### src/design/sorted_priority_queue_macros.svh
// Assertion macros shared by the sorted priority queue.
`ifndef SORTED_PRIORITY_QUEUE_MACROS_SVH
`define SORTED_PRIORITY_QUEUE_MACROS_SVH

`ifndef ASSERT_OFF
`define SPQ_ASSERT_ALWAYS(label, clk, rst_n, expr) \
    label: assert property (@(posedge clk) disable iff (!rst_n) (expr)) \
        else $error("assertion failed");
`define SPQ_ASSERT_NEXT(label, clk, rst_n, cond, expr) \
    label: assert property (@(posedge clk) disable iff (!rst_n) (cond) |=> (expr)) \
        else $error("assertion failed");
`else
`define SPQ_ASSERT_ALWAYS(label, clk, rst_n, expr)
`define SPQ_ASSERT_NEXT(label, clk, rst_n, cond, expr)
`endif

`endif

### src/design/spq_pkg.sv
`default_nettype none
package spq_pkg;

    localparam int CAPACITY      = 16;
    localparam int VALUE_BITS    = 16;
    localparam int PRIORITY_BITS = 8;
    localparam int COUNT_BITS    = $clog2(CAPACITY + 1);

    typedef enum logic [1:0] {
        CMD_INSERT = 2'd0,
        CMD_REMOVE = 2'd1,
        CMD_CLEAR  = 2'd2
    } cmd_t;

    typedef enum logic [1:0] {
        ST_OK    = 2'd0,
        ST_EMPTY = 2'd1,
        ST_FULL  = 2'd2
    } status_t;

    typedef struct packed {
        logic [VALUE_BITS-1:0]    value;
        logic [PRIORITY_BITS-1:0] prio;
    } entry_t;

    typedef struct packed {
        logic insert_en;
        logic remove_en;
    } cell_ctrl_t;

endpackage
`default_nettype wire

### src/design/spq_in_if.sv
`default_nettype none
interface spq_in_if
    import spq_pkg::*;
();
    logic                     valid;
    logic                     ready;
    logic [1:0]               command;
    logic [VALUE_BITS-1:0]    item_value;
    logic [PRIORITY_BITS-1:0] item_priority;

    modport source (output valid, command, item_value, item_priority, input ready);
    modport sink   (input valid, command, item_value, item_priority, output ready);
endinterface
`default_nettype wire

### src/design/spq_out_if.sv
`default_nettype none
interface spq_out_if
    import spq_pkg::*;
();
    logic                     valid;
    logic                     ready;
    logic [1:0]               status;
    logic [VALUE_BITS-1:0]    front_value;
    logic [PRIORITY_BITS-1:0] front_priority;
    logic                     queue_empty;
    logic [COUNT_BITS-1:0]    entry_count;

    modport source (output valid, status, front_value, front_priority, queue_empty,
                    entry_count, input ready);
    modport sink   (input valid, status, front_value, front_priority, queue_empty,
                    entry_count, output ready);
endinterface
`default_nettype wire

### src/design/spq_cell.sv
`default_nettype none
module spq_cell
    import spq_pkg::*;
(
    input  wire logic       clk,
    input  wire cell_ctrl_t ctrl,
    input  wire logic       occupied,
    input  wire logic       le_prev,
    input  wire entry_t     new_entry,
    input  wire entry_t     left_entry,
    input  wire entry_t     right_entry,
    output entry_t          entry,
    output logic            le
);

    entry_t entry_reg;
    entry_t entry_next;

    // The entry here stays put on insert when it is served before the new one.
    assign le = occupied && (entry_reg.prio <= new_entry.prio);

    always_comb
    begin
        entry_next = entry_reg;
        if (ctrl.insert_en && !le)
        begin
            // The first cell past the stay-put run takes the new entry,
            // every later cell takes its left neighbor.
            entry_next = le_prev ? new_entry : left_entry;
        end
        else if (ctrl.remove_en)
        begin
            entry_next = right_entry;
        end
    end

    always_ff @(posedge clk)
    begin
        entry_reg <= entry_next;
    end

    assign entry = entry_reg;

endmodule
`default_nettype wire

### src/design/sorted_priority_queue.sv
// Sorted priority queue of CAPACITY entries held in a row of cells, kept in
// ascending priority order with ties in arrival order. Each request is an
// insert, a remove of the front entry, or a clear; each returns one result
// with a status and the front entry, empty flag and count after the command.
// Every cell compares its priority with the new one and shifts in parallel,
// so one request is accepted per clock cycle while not stalled, and its
// result is registered in the output register; the input is stalled only while
// an earlier result waits in that register and the sink is not ready.
`default_nettype none
`include "sorted_priority_queue_macros.svh"
module sorted_priority_queue
    import spq_pkg::*;
(
    input  wire logic clk,
    input  wire logic rst_n,
    spq_in_if.sink    in_ch,
    spq_out_if.source out_ch
);

    logic                  out_valid_reg;
    logic                  out_valid_next;
    status_t               status_reg;
    status_t               status_next;
    logic [COUNT_BITS-1:0] count_reg;
    logic [COUNT_BITS-1:0] count_next;

    logic       accept;
    logic       full;
    logic       empty;
    cmd_t       cmd;
    cell_ctrl_t ctrl;
    entry_t     new_entry;
    entry_t     cell_q [CAPACITY];
    logic       le     [CAPACITY];
    logic       front_ordered;
    logic       full_drop;
    logic       clear_accept;

    assign in_ch.ready = !out_valid_reg || out_ch.ready;
    assign accept      = in_ch.valid && in_ch.ready;
    assign cmd         = cmd_t'(in_ch.command);
    assign full        = (count_reg == COUNT_BITS'(CAPACITY));
    assign empty       = (count_reg == '0);

    assign new_entry.value = in_ch.item_value;
    assign new_entry.prio  = in_ch.item_priority;

    always_comb
    begin
        ctrl        = '0;
        status_next = status_reg;
        count_next  = count_reg;
        if (accept)
        begin
            status_next = ST_OK;
            unique case (cmd)
                CMD_INSERT:
                begin
                    if (full)
                    begin
                        status_next = ST_FULL;
                    end
                    else
                    begin
                        ctrl.insert_en = 1'b1;
                        count_next     = count_reg + 1'b1;
                    end
                end
                CMD_REMOVE:
                begin
                    if (empty)
                    begin
                        status_next = ST_EMPTY;
                    end
                    else
                    begin
                        ctrl.remove_en = 1'b1;
                        count_next     = count_reg - 1'b1;
                    end
                end
                CMD_CLEAR:
                begin
                    count_next = '0;
                end
                default:
                begin
                    status_next = ST_OK;
                end
            endcase
        end
    end

    assign out_valid_next = accept || (out_valid_reg && !out_ch.ready);

    always_ff @(posedge clk or negedge rst_n)
    begin
        if (!rst_n)
        begin
            out_valid_reg <= 1'b0;
            status_reg    <= ST_OK;
            count_reg     <= '0;
        end
        else
        begin
            out_valid_reg <= out_valid_next;
            status_reg    <= status_next;
            count_reg     <= count_next;
        end
    end

    genvar i;
    generate
        for (i = 0; i < CAPACITY; i++)
        begin : g_cell
            logic   occupied;
            logic   le_prev;
            entry_t left_entry;
            entry_t right_entry;

            assign occupied = (COUNT_BITS'(i) < count_reg);

            if (i == 0)
            begin : g_first
                assign le_prev    = 1'b1;
                assign left_entry = new_entry;
            end
            else
            begin : g_inner
                assign le_prev    = le[i-1];
                assign left_entry = cell_q[i-1];
            end

            if (i == CAPACITY - 1)
            begin : g_last
                assign right_entry = cell_q[i];
            end
            else
            begin : g_body
                assign right_entry = cell_q[i+1];
            end

            spq_cell u_cell (
                .clk         (clk),
                .ctrl        (ctrl),
                .occupied    (occupied),
                .le_prev     (le_prev),
                .new_entry   (new_entry),
                .left_entry  (left_entry),
                .right_entry (right_entry),
                .entry       (cell_q[i]),
                .le          (le[i])
            );
        end
    endgenerate

    // The cells only change on an accepted request, together with the result
    // register, so the front is read straight from the first cell.
    assign out_ch.valid          = out_valid_reg;
    assign out_ch.status         = status_reg;
    assign out_ch.front_value    = empty ? '0 : cell_q[0].value;
    assign out_ch.front_priority = empty ? '0 : cell_q[0].prio;
    assign out_ch.queue_empty    = empty;
    assign out_ch.entry_count    = count_reg;

    assign front_ordered = (count_reg < COUNT_BITS'(2)) || (cell_q[0].prio <= cell_q[1].prio);
    assign full_drop     = accept && cmd == CMD_INSERT && full;
    assign clear_accept  = accept && cmd == CMD_CLEAR;

    `SPQ_ASSERT_ALWAYS(a_count_bound, clk, rst_n, count_reg <= COUNT_BITS'(CAPACITY))
    `SPQ_ASSERT_ALWAYS(a_front_sorted, clk, rst_n, front_ordered)
    `SPQ_ASSERT_NEXT(a_full_drop, clk, rst_n, full_drop, $stable(count_reg) && status_reg == ST_FULL)
    `SPQ_ASSERT_NEXT(a_clear, clk, rst_n, clear_accept, count_reg == '0 && out_valid_reg)

endmodule
`default_nettype wire
### src/flat_wrapper.sv
// flat-port wrapper written by rule: the top's interface ports become plain ports
module sorted_priority_queue_flat import spq_pkg::*;
  (clk, rst_n, in_ch_valid, in_ch_command, in_ch_item_value, in_ch_item_priority, in_ch_ready, out_ch_valid, out_ch_status, out_ch_front_value, out_ch_front_priority, out_ch_queue_empty, out_ch_entry_count, out_ch_ready);
  spq_in_if in_ch_i ();
  spq_out_if out_ch_i ();
  input  wire logic clk;
  input  wire logic rst_n;
  input wire logic [$bits(in_ch_i.valid)-1:0] in_ch_valid;
  input wire logic [$bits(in_ch_i.command)-1:0] in_ch_command;
  input wire logic [$bits(in_ch_i.item_value)-1:0] in_ch_item_value;
  input wire logic [$bits(in_ch_i.item_priority)-1:0] in_ch_item_priority;
  output wire logic [$bits(in_ch_i.ready)-1:0] in_ch_ready;
  output wire logic [$bits(out_ch_i.valid)-1:0] out_ch_valid;
  output wire logic [$bits(out_ch_i.status)-1:0] out_ch_status;
  output wire logic [$bits(out_ch_i.front_value)-1:0] out_ch_front_value;
  output wire logic [$bits(out_ch_i.front_priority)-1:0] out_ch_front_priority;
  output wire logic [$bits(out_ch_i.queue_empty)-1:0] out_ch_queue_empty;
  output wire logic [$bits(out_ch_i.entry_count)-1:0] out_ch_entry_count;
  input wire logic [$bits(out_ch_i.ready)-1:0] out_ch_ready;
  assign in_ch_i.valid = in_ch_valid;
  assign in_ch_i.command = in_ch_command;
  assign in_ch_i.item_value = in_ch_item_value;
  assign in_ch_i.item_priority = in_ch_item_priority;
  assign in_ch_ready = in_ch_i.ready;
  assign out_ch_valid = out_ch_i.valid;
  assign out_ch_status = out_ch_i.status;
  assign out_ch_front_value = out_ch_i.front_value;
  assign out_ch_front_priority = out_ch_i.front_priority;
  assign out_ch_queue_empty = out_ch_i.queue_empty;
  assign out_ch_entry_count = out_ch_i.entry_count;
  assign out_ch_i.ready = out_ch_ready;
  sorted_priority_queue u_core (.clk(clk), .rst_n(rst_n), .in_ch(in_ch_i), .out_ch(out_ch_i));
endmodule
### config.mk
export PLATFORM = sky130hd
export DESIGN_NAME = sorted_priority_queue_flat
export DESIGN_NICKNAME = d
export VERILOG_FILES = /design/src/design/spq_pkg.sv /design/src/design/spq_in_if.sv /design/src/design/spq_out_if.sv /design/src/design/spq_cell.sv /design/src/design/sorted_priority_queue.sv /design/src/flat_wrapper.sv
export VERILOG_INCLUDE_DIRS = /design/src /design/src/design
export SDC_FILE = /design/constraint.sdc
export NUM_CORES = 1
export LEC_CHECK = 0
export BUFFER_PORTS_ARGS = -buffer_cell sky130_fd_sc_hd__buf_2
export CAP_MARGIN = 15
export CORE_ASPECT_RATIO = 0.8
export CORE_MARGIN = 2
export CORE_UTILIZATION = 55
export CTS_CLUSTER_DIAMETER = 40
export DETAILED_ROUTE_END_ITERATION = 10
export GPL_TIMING_DRIVEN = 0
export PLACE_DENSITY_LB_ADDON = 0.3
export SLEW_MARGIN = 20
export SYNTH_ARGS = -nofsm -noshare
export SYNTH_HDL_FRONTEND = slang
export SYNTH_SLANG_ARGS = --single-unit
### constraint.sdc
create_clock -name clk -period 3.85 [get_ports clk]
set_clock_uncertainty 0.15 [all_clocks]
set_input_delay 0.5775 -clock clk [delete_from_list [all_inputs] [get_ports clk]]
set_output_delay 0.5775 -clock clk [all_outputs]
set_load 0.01 [all_outputs]
==> Yosys cells after proc, flatten, opt, wreduce, memory -nomap -nowiden <==
Index checks and enable logic that the tools add are counted.
{ "totals": {"reg_bits": 392, "word_cells": 205, "out_inout_bits": 34, "in_bits": 30} }
{ "op_classes": {"n_reduce_logical": 73, "n_lt_le_gt_ge": 32, "n_eq_ne": 5, "n_mux": 58, "n_addsub": 2} }
{ "ops": {"columns": ["op", "count"], "rows": [
  ["24-bit 2-to-1 mux", 45],
  ["8-bit less-or-equal comparator", 16],
  ["4-bit by 5-bit less-than comparator with 1-bit output (first input constant)", 8],
  ["1-bit logical AND", 34],
  ["2-bit nonzero test", 15],
  ["3-bit by 5-bit less-than comparator with 1-bit output (first input constant)", 4],
  ["1-bit logical NOT", 18],
  ["16-bit 2-to-1 mux", 1],
  ["5-bit one-hot mux with 3 select lines", 1],
  ["1-bit by 5-bit less-than comparator with 1-bit output (first input constant)", 2],
  ["2-bit by 5-bit less-than comparator with 1-bit output (first input constant)", 2],
  ["5-bit 2-to-1 mux", 2],
  ["8-bit 2-to-1 mux", 1],
  ["5-bit by 1-bit adder with 5-bit output (second input constant)", 1],
  ["5-bit == test (second input constant)", 1],
  ["5-bit logical NOT", 1],
  ["1-bit 2-to-1 mux", 5],
  ["5-bit by 1-bit subtractor with 5-bit output (second input constant)", 1],
  ["2-bit 2-to-1 mux", 2],
  ["2-bit != test (second input constant)", 2],
  ["2-bit one-hot mux with 2 select lines", 1],
  ["4-bit AND reduction", 1],
  ["3-bit nonzero test", 1],
  ["2-bit by 1-bit == test with 1-bit output (second input constant)", 1],
  ["other kinds (3)", 4]
]} }

==> Depth between registers and ports, before layout <==
Gate-level depths: netlist of the first run.
{ "logic_depth": {"word_depth": 6, "depth_mapped": 11, "ltp_nobuf": 8} }

==> Cells and area by module <==
Synthesis of the first run repeated with hierarchy kept, for this count alone.
{ "unflattened": {"hier_cells": 1985, "hier_area_um2": 26675.6} }
{ "by_module_without_submodules": {"columns": ["mod", "seq_area_each_um2", "cells_per_inst", "n_inst", "area_each_um2"], "rows": [
  ["spq_cell", 720.7, 116, 16, 1607.8],
  ["sorted_priority_queue", 200.2, 129, 1, 950.9]
]} }

==> Worst setup path before layout of the first run <==
OpenSTA, ideal clock, no wires.
{ "synth_timing": {"path_kind": "input -> register", "startpoint": "in in_ch_item_priority[1]", "endpoint": "reg u_core.g_cell[3].u_cell.entry_reg, in the netlist u_core.g_cell[3].u_cell.entry[0], enable pin", "required_time_ps": 3262, "arrival_ps": 4219, "path_stages": 10, "path_buffers": 3, "slack_ps": -958, "setup_ps": 438, "cell_sequence": "clkbuf_1 > inv_1 > ha_1 > nor2b_1 > o211ai_1 > a211o_1 > and3_1 > buf_2 > buf_2 > o21ai_0"} }
{ "synth_via": {"elab_chain_len": 5} }
{ "synth_lines": {"columns": ["element", "line", "source"], "rows": [
  ["start, declared", "flat_wrapper.sv:11", "input wire logic [$bits(in_ch_i.item_priority)-1:0] in_ch_item_priority;"],
  ["8-bit less-or-equal comparator", "spq_cell.sv:20", "assign le = occupied && (entry_reg.prio <= new_entry.prio);"],
  ["1-bit logical AND", "spq_cell.sv:20", null],
  ["1-bit logical NOT", "spq_cell.sv:25", "if (ctrl.insert_en && !le)"],
  ["1-bit logical AND", "spq_cell.sv:25", null],
  ["2-bit nonzero test (no source line)", null, null],
  ["end signal, assigned", "spq_cell.sv:39", "entry_reg <= entry_next;"],
  ["end, declared", "spq_cell.sv:16", "entry_t entry_reg;"]
]} }
Every way passes these cells.
A chain may end at the register's enable or synchronous reset.

==> Worst setup path after layout of the first run <==
{ "layout_timing": {"startpoint": "in in_ch_item_priority[6]", "endpoint": "reg u_core.g_cell[3].u_cell.entry_reg, in the netlist u_core.g_cell[3].u_cell.entry[0], enable pin"} }
The elaborated chain is that of the path after synthesis.

==> results.json, run 1 <==
{
  "cp-start-kind": "primary input",
  "h-tree-depth": 2,
  "grt_pass1_wl_um": 100400,
  "dp_cells": 2741,
  "synth_edf_count": 384,
  "drv_cap": 0,
  "avgRoutedWirePerCell_um": 23.08,
  "grt_max_degree": 25,
  "rsz0062_at_grt": "no",
  "cts.clk_slew.worst_paths_ns": 0.05,
  "async_reset_ff_share_pct": 2.041,
  "via_per_inst": 6.256,
  "io_pins": 64,
  "grt-busiest-layer": "met2",
  "grt_util_met2_pct": 46.37,
  "routed_wl_um": 66270,
  "reg2regPathDepth": 7,
  "synthCells": 2125,
  "hold_viol": 0,
  "finalNonFillerCells": 2871,
  "grtUsageTotal_pct": 29.88,
  "hold-path-cell-count": 2,
  "crit_fanout": 24,
  "fill_cells": 3247,
  "endpoint_kind": "flip-flop",
  "powerDensity_mw_per_mm2": 609.6,
  "ys.flop_type": "edfxtp_1",
  "yosysUniqueCellTypes": 51,
  "first_global_vias": 17590,
  "syn_avg_cell_area_um2": 10.96,
  "root_buffer": "clkbuf_16",
  "cts_tree": "yes",
  "numCtsBuffers": 52,
  "synth_common_cells": "edfxtp_1 (384), mux2i_1 (314), a21oi_1 (253)",
  "irDropWorstVdd_uv": 394.3,
  "drv_slew": 0,
  "ys_ff_latch": 392,
  "dp_hpwl_um": 50520,
  "synth_top_area_share_pct": 49.53,
  "status": "finished clean",
  "power.leakage_nw": 10.54,
  "first_pass_iters": 6,
  "coreArea_mm2": 0.04183,
  "stdcell_area_mm2": 0.02661,
  "gp_congestion": 0.9130,
  "largest_reg_flops": 384,
  "initial_core_util_pct": 55.66,
  "dr.first_iter.drc_count": 2183,
  "diodes": 0,
  "fp.dieH_um": 188.0,
  "clock_sinks": 392,
  "synth_area_mm2": 0.02328,
  "ys_warn_count": 0,
  "fin_crit_sh_pct": 97.47,
  "drive_gt1_share_pct": 16.90,
  "port-buffer-count": 63,
  "clock_path_buffers": 3,
  "rows": 67,
  "area_growth_pct": 14.28,
  "fin_crit_ns": 3.752,
  "arrival_ns": 3.82,
  "setup-violations-final": 0,
  "ant_nets": 0,
  "ys_top_cells_by_area": "edfxtp_1 (50%), mux2i_1 (13%), ha_1 (7.3%)",
  "worst_pin_slew_ns": 0.7759,
  "met1_usage_pct": 43.87,
  "dieArea_mm2": 0.04400,
  "drc": 0,
  "num_vias": 17960,
  "nets": 2443,
  "dieWidth_um": 234.0,
  "yosysSeqAreaShare_pct": 50.39,
  "synth_most_common_cell": "edfxtp_1",
  "synth_nets": 2290,
  "crit_type": "primary input to flip-flop",
  "antenna_found_initial": 1,
  "utilization_pct": 63.60,
  "gr-total-overflow": 0,
  "critPathRequiredTime_ns": 3.91,
  "slew_headroom_pct": 48.08,
  "placedInstanceArea_mm2": 0.02433,
  "clock_latency_ns": 0.59,
  "synth_area_leader_cell": "edfxtp_1",
  "hold_path.class": "primary input to flip-flop",
  "use_met3_pct": 4.151,
  "max_freq_ghz": 0.2665
}
## per-layer routing
layer  wire [µm]  vias to the layer above
met2       29330                     1029
met5          13                        -
met3        6374                      125
met4        1669                        2
li1            -                     8220
met1       28880                     8586
## cells by family (layout without fill, tap and decap cells)
group                      Yosys count  in the layout  synth area share, %
AOI/OAI and AO/OA                  580            581                13.75
and+or+nand+nor                    475            475                9.066
buffers and inverters              186            379                3.966
muxes                              357            357                15.58
DFF                                392            392                50.39
adders and majority gates          135            135                7.255
## final timing paths
kind	startpoint	endpoint	slack (ns)
max	in_ch_item_priority[6]	u_core.g_cell[3].u_cell.entry[0]	0.1
min	in_ch_valid	u_core.out_ch.valid	0.13
max reg2reg	u_core.out_ch.entry_count[1]	u_core.g_cell[4].u_cell.entry[1]	0.14
min reg2reg	u_core.out_ch.status[0]	u_core.out_ch.status[0]	0.34
max in group asynchronous	rst_n	u_core.out_ch.entry_count[3]	3.16
min in group asynchronous	rst_n	u_core.out_ch.valid	0.22
## critical path, cell delays in order
cell        delay [ns]
buf_2             0.25
buf_2             0.39
clkinvlp_4        0.21
buf_12            0.18
buf_4             0.15
ha_1              0.30
nand4_1           0.14
a211o_1           0.31
and3_1            0.18
buf_2             0.19
buf_2             0.25
o21ai_4           0.66
## per-stage QoR
step	hold slack [ns]	power [mW]	setup TNS (ns)	worst slack, ns
floorplan	0.1319	9.708	0	0.1423
global placement	0.2742	10.92	-629.10	-1.502
detailed placement	0.2789	11.13	-700.86	-1.627
CTS	0.1236	16.15	0	0.002332
global route	0.1272	16.95	0	0.005229
finish	0.1310	16.22	0	0.09752
## report_power, final
group          internal, mW  switching (mW)
combinational          2.17            3.28
clock                  2.98            1.96
sequential             5.46           0.364
total                  10.6            5.61
## layout by cell type, fill, tap and decap left out, types with 4 or more instances in the layout
master,n
a211oi_1,5
a21o_1,9
a21oi_1,253
a21oi_2,21
a31oi_1,30
and4_1,6
buf_12,6
buf_2,137
buf_4,49
buf_6,6
bufinv_16,6
clkbuf_1,48
clkbuf_16,54
clkinv_1,8
clkinv_2,9
clkinv_4,6
clkinvlp_4,10
dfrtp_1,8
edfxtp_1,384
ha_1,135
inv_1,25
inv_6,4
mux2_2,43
mux2i_1,314
nand2_1,199
nand2_4,5
nand2b_1,10
nand2b_4,4
nand4_1,27
nor2_1,158
nor2_2,4
nor2b_1,42
o211ai_1,13
o21a_1,9
o21ai_0,182
o21ai_1,33
o21ai_4,4
## final cells by class
class	count	area, µm²	share of cell area [%]
sequential	392	11730	44.09
multi-input combinational	1548	10800	40.59
clock buffer	55	1355	5.093
buffer	152	810.8	3.047
tap	552	690.7	2.596
timing repair buffer	100	653.1	2.455
clock inverter	40	420.4	1.580
inverter	32	146.4	0.5502
## timing repair
action | 4_1_cts | 5_1_grt
setup endpoints to repair | 594 | 372
endpoints found under the hold margin | 8 | 0
buffers inserted | 33 | 1
cloned | 1 | 0
gates resized for setup | 32 | 19
hold buffers | 1 | 0
pin swaps | 1 | 5
(Power assumes the default switching activity.)
==> run 2: changes to the inputs <==
SYNTH_HIERARCHICAL = 1   (was default)
==> results.json, run 2 <==
{
  "grtUsageTotal_pct": 22.10,
  "power.switching_mw": 5.289,
  "gp_congestion": 0.8367,
  "swShare_pct": 31.73,
  "slowest_stage": "or3b_4",
  "crit_path_start": "u_core/out_ch.entry_count[1]",
  "initial_core_util_pct": 55.44,
  "routed_wl_um": 55890,
  "area_growth_pct": 11.27,
  "root_buffer": "clkbuf_16",
  "ys_warn_count": 6,
  "hold_slack_ns": 0.1437,
  "r2r_start": "u_core/out_ch.entry_count[2]",
  "p_clk_share_pct": 30.5,
  "setup-violations-final": 0,
  "fp.dieH_um": 201.0,
  "clock_latency_ns": 0.60,
  "postCtsSetupRepairBufs": 0,
  "drc": 0,
  "syn_avg_cell_area_um2": 13.44,
  "power_frac_comb_pct": 35.7,
  "dieArea_mm2": 0.05028,
  "port-buffer-count": 63,
  "dieWidth_um": 250.2,
  "drv_cap": 0,
  "slew_headroom_pct": 43.55,
  "stdcell_area_mm2": 0.02968,
  "num_vias": 15600,
  "crit_fanout": 10,
  "p_seq_share_pct": 33.8,
  "first_global_vias": 16390,
  "status": "finished clean",
  "numCtsBuffers": 55,
  "drive_gt1_share_pct": 43.21,
  "clock_path_buffers": 3,
  "max_freq_ghz": 0.2760,
  "coreArea_mm2": 0.04811,
  "cts.clk_slew.worst_paths_ns": 0.05,
  "placedInstanceArea_mm2": 0.02780,
  "synth_area_mm2": 0.02667,
  "first_pass_iters": 5,
  "crit_type": "flip-flop to primary output",
  "grt_pass1_wl_um": 88500,
  "reg2regPathDepth": 10,
  "dp_hpwl_um": 43840,
  "rsz0062_at_grt": "no",
  "synthCells": 1984,
  "via_per_inst": 5.608,
  "nets": 2273,
  "worstPathCellList": "clkbuf_1 -> inv_1 -> ha_1 -> or3b_4 -> nor2_4 -> buf_2 -> nor2b_1 -> buf_2",
  "io_pins": 64,
  "drv_slew": 0,
  "cp-start-kind": "flip-flop",
  "fin_crit_ns": 3.624,
  "gr-total-overflow": 0,
  "tns_ns": 0,
  "h-tree-depth": 2,
  "worst_pin_slew_ns": 0.8468,
  "grt_max_degree": 34,
  "largest_reg_flops": 384,
  "critPathRequiredTime_ns": 3.12,
  "hold_path.class": "primary input to flip-flop",
  "cts_tree": "yes",
  "fin_crit_sh_pct": 94.12,
  "powerDensity_mw_per_mm2": 561.6,
  "max_stage_delay_ns": 0.44,
  "crit_end": "out_ch_front_value[11]",
  "hold_viol": 0,
  "ant_nets": 0,
  "r2r_slack_ns": 0.24,
  "layout_common_cells": "edfxtp_1 (384), mux2_2 (352), mux2_4 (304)",
  "arrival_ns": 2.90,
  "clock_sinks": 392,
  "power.leakage_nw": 11.88,
  "irDropWorstVdd_uv": 330.2,
  "antenna_found_initial": 1,
  "cp_common_cell": "buf_2",
  "rows": 72,
  "endpoint_kind": "primary output",
  "dr.first_iter.drc_count": 945,
  "avgRoutedWirePerCell_um": 20.10,
  "final_common_cell": "edfxtp_1",
  "reg2reg_to": "u_core/g_cell[7].u_cell/entry[14]",
  "p_int_mw": 11.38
}
run 2: changes by cell type in the layout (fill, tap and decap cells not counted), moves of 42 or more:
cell | previous run | this run
buf_4 | 49 | 1
a21oi_1 | 253 | 147
inv_1 | 25 | 135
nor2_1 | 158 | 116
mux2i_1 | 314 | 1
nand2_1 | 199 | 29
buf_2 | 137 | 89
mux2_2 | 43 | 352
o21ai_0 | 182 | 43
mux2_4 | 0 | 304
run 2: routing by layer:
| layer | vias up | wire length (µm) | GRT usage [%] |
|---|---|---|---|
| li1 | 7622 | - | - |
| met1 | 7600 | 26410 | 30.14 |
| met2 | 285 | 26410 | 36.88 |
| met3 | 88 | 1912 | 3.190 |
| met4 | 0 | 1161 | 6.116 |
| met5 | - | 0 | 0 |
run 2: final cells by class:
type                    count  area, µm²
flip-flops and latches    392      11730
clock inverters            40      452.9
clock buffers              58       1388
diodes                      2      5.005
well taps                 629      787.0
plain buffers             108       1174
multi-input cells        1352      13300
repair buffers             65      336.6
inverters                 135      506.7
fillers                  3693      18430
run 2: critical path, delay by kind of cell (launching register included):
| kind | cells | cell delay, ns |
|---|---|---|
| flip-flops | 1 | 0.39 |
| AND/OR/NAND/NOR | 3 | 0.85 |
| adder cells (fa/ha/maj) | 1 | 0.22 |
| buffers and inverters | 4 | 0.84 |
run 2: repair_timing:
item / CTS / global route
gates resized for setup: 16 / 14
endpoints found under the hold margin: 8 / 0
endpoints found under the setup margin: 431 / 350
hold buffers: 1 / 0
run 2: per-stage QoR:
stage,power (mW),instances,utilization (%),worst slack (ns)
6_report,16.67,2781,61.69,0.2265
5_1_grt,17.46,2781,61.69,0.01631
4_1_cts,16.75,2779,61.66,-0.1775
3_5_place_dp,11.59,2680,57.78,-0.4121
3_3_place_gp,11.39,2679,57.76,-0.5321
2_1_floorplan,10.06,1987,-,0.5463
run 2: power groups by stage:
| stage | combinational (mW) | clock (mW) | sequential [mW] |
|---|---|---|---|
| global placement | 5.69 | 0 | 5.70 |
| finish | 5.94 | 5.08 | 5.64 |
| CTS | 5.91 | 5.20 | 5.65 |
| floorplan | 4.43 | 0 | 5.63 |
| global route | 6.40 | 5.36 | 5.69 |
| detailed placement | 5.85 | 0 | 5.73 |
run 2: how the worst min path moves through the flow:
| stage | from | to | slack, ns | cells after the start |
|---|---|---|---|---|
| after detailed placement | rst_n | u_core/out_ch.valid | 0.29 | 1 |
| after global routing | in_ch_valid | u_core/out_ch.valid | 0.14 | 2 |
| after global placement | rst_n | u_core/out_ch.valid | 0.28 | 1 |
| final | in_ch_valid | u_core/out_ch.valid | 0.14 | 2 |
| after floorplan | rst_n | u_core/out_ch.entry_count[0] | 0.13 | 0 |
| after CTS | in_ch_valid | u_core/out_ch.valid | 0.11 | 2 |
==> run 3: changes to the inputs <==
ABC_AREA = 1   (was default)
CTS_CLUSTER_SIZE = 30   (was default)
==> results.json, run 3 <==
{
  "largest_reg_flops": 384,
  "fin_crit_ns": 3.589,
  "syn_avg_cell_area_um2": 9.193,
  "h-tree-depth": 2,
  "arrival_ns": 3.66,
  "dr.first_iter.drc_count": 2044,
  "final_common_cell": "nand2_1",
  "crit_buf_inv": 4,
  "grt_max_degree": 34,
  "worstPathCellList": "inv_1 -> ha_1 -> nand2_1 -> inv_1 -> a211oi_4 -> buf_2 -> nand2_4 -> buf_6 -> nand2_1",
  "avgRoutedWirePerCell_um": 19.77,
  "pre_cts_ws_ns": -0.1794,
  "routed_wl_um": 73370,
  "antenna_found_initial": 1,
  "dieWidth_um": 250.4,
  "grtUsageTotal_pct": 28.66,
  "reg2regPathDepth": 9,
  "slowest_stage": "nand2_1",
  "utilization_pct": 62.01,
  "endpoint_kind": "flip-flop",
  "hold_path.class": "primary input to flip-flop",
  "critPathRequiredTime_ns": 3.92,
  "max_stage_delay_ns": 0.78,
  "area_growth_pct": 11.88,
  "hold-path-cell-count": 3,
  "crit_family": "simple AND/OR/NAND/NOR gates",
  "worst_pin_slew_ns": 1.074,
  "power_mw": 18.38,
  "dp_hpwl_um": 52430,
  "synth_nets": 3070,
  "synth_area_mm2": 0.02671,
  "fp.dieH_um": 201.1,
  "root_buffer": "clkbuf_16",
  "coreArea_mm2": 0.04820,
  "dp_cells": 3601,
  "drc": 0,
  "clock_sinks": 392,
  "nets": 3196,
  "power.leakage_nw": 13.85,
  "hold_viol": 0,
  "stdcell_area_mm2": 0.02989,
  "max_freq_ghz": 0.2786,
  "fin_crit_sh_pct": 93.23,
  "synthCells": 2906,
  "rows": 72,
  "initial_core_util_pct": 55.43,
  "first_global_vias": 21670,
  "cts.clk_slew.worst_paths_ns": 0.05,
  "dieArea_mm2": 0.05036,
  "layout_common_cells": "nand2_1 (989), nand3_1 (393), mux2_2 (384), edfxtp_1 (384), inv_1 (252)",
  "crit_type": "flip-flop to flip-flop",
  "grt_pass1_wl_um": 114800,
  "num_vias": 21550,
  "finalNonFillerCells": 3710,
  "port-buffer-count": 63,
  "drive_gt1_share_pct": 24.38,
  "ys_warn_count": 6,
  "fill_cells": 3888,
  "placedInstanceArea_mm2": 0.02786,
  "io_pins": 64,
  "slew_headroom_pct": 28.21,
  "postCtsSetupRepairBufs": 0,
  "cp-start-kind": "flip-flop",
  "cts_tree": "yes",
  "clock_path_buffers": 3,
  "setup-violations-final": 0,
  "irDropWorstVdd_uv": 407.0,
  "ant_nets": 0,
  "critical_path_depth": 9,
  "via_per_inst": 5.810,
  "fin_ws_ns": 0.2608,
  "drv_cap": 0,
  "powerDensity_mw_per_mm2": 615.1,
  "numCtsBuffers": 57,
  "tns_ns": 0,
  "rsz0062_at_grt": "no",
  "gr-total-overflow": 0,
  "crit_fanout": 24,
  "hold_slack_ns": 0.02934,
  "status": "finished clean",
  "drv_slew": 0,
  "gp_congestion": 0.8765,
  "first_pass_iters": 8,
  "clock_latency_ns": 0.61
}
-- run 3: cell types whose count changed in the layout (fill, tap and decap cells not counted), moves of 32 or more --
| cell | change |
|---|---|
| buf_12 | -32 |
| nor2_1 | -81 |
| a21oi_1 | -113 |
| nand2_4 | +33 |
| mux2_4 | -304 |
| mux2_2 | +32 |
| nand3_1 | +373 |
| buf_4 | +46 |
| clkbuf_1 | +33 |
| inv_1 | +117 |
| nand2_1 | +960 |
| nor2b_1 | -57 |
-- run 3: worst reg2reg max path, cell delays in order, from the launching register on --
cell      delay (ns)
dfrtp_1         0.53
inv_1           0.17
ha_1            0.27
nand2_1         0.08
inv_1           0.08
a211oi_4        0.54
buf_2           0.32
nand2_4         0.11
buf_6           0.16
nand2_1         0.78
-- run 3: cell type report --
class,instances,area (µm²),area share [%]
inverter,254,953.4,3.190
tap,629,787.0,2.633
buffer,166,1121,3.751
clock buffer,64,1474,4.931
antenna,1,2.502,0.008372
clock inverter,43,508.0,1.700
sequential,392,11730,39.25
timing repair buffer,67,355.3,1.189
multi-input combinational,2094,12960,43.35
-- run 3: where the power goes --
part	switching, mW	total, mW	internal [mW]
Combinational	4.04	6.97	2.93
Clock	2.22	5.42	3.20
Sequential	0.444	5.99	5.55
Total	6.70	18.4	11.7
-- run 3: what timing repair did --
action	4_1_cts	5_1_grt
hold buffers	1	0
endpoints found under the hold margin	8	0
resized for setup	0	6
endpoints found under the setup margin	0	144
-- run 3: metal layers --
| layer | vias to the layer above | GRT usage, % | part of all wire [%] |
|---|---|---|---|
| li1 | 10100 | - | - |
| met2 | 959 | 47.58 | 47 |
| met4 | 0 | 11.27 | 3.3 |
| met1 | 10340 | 37.22 | 41 |
| met5 | - | 0 | 0 |
| met3 | 163 | 5.330 | 8.6 |
-- run 3: final timing paths --
path                                                   start                            endpoint  slack (ns)
worst max-delay path            u_core/out_ch.entry_count[0]  u_core/g_cell[11].u_cell/entry[12]        0.26
worst min-delay path                             in_ch_valid                 u_core/out_ch.valid        0.03
worst max register to register  u_core/out_ch.entry_count[0]  u_core/g_cell[11].u_cell/entry[12]        0.26
worst min register to register       u_core/out_ch.status[1]             u_core/out_ch.status[1]        0.34
max in group asynchronous                              rst_n        u_core/out_ch.entry_count[4]        3.16
min in group asynchronous                              rst_n             u_core/out_ch.status[0]        0.21
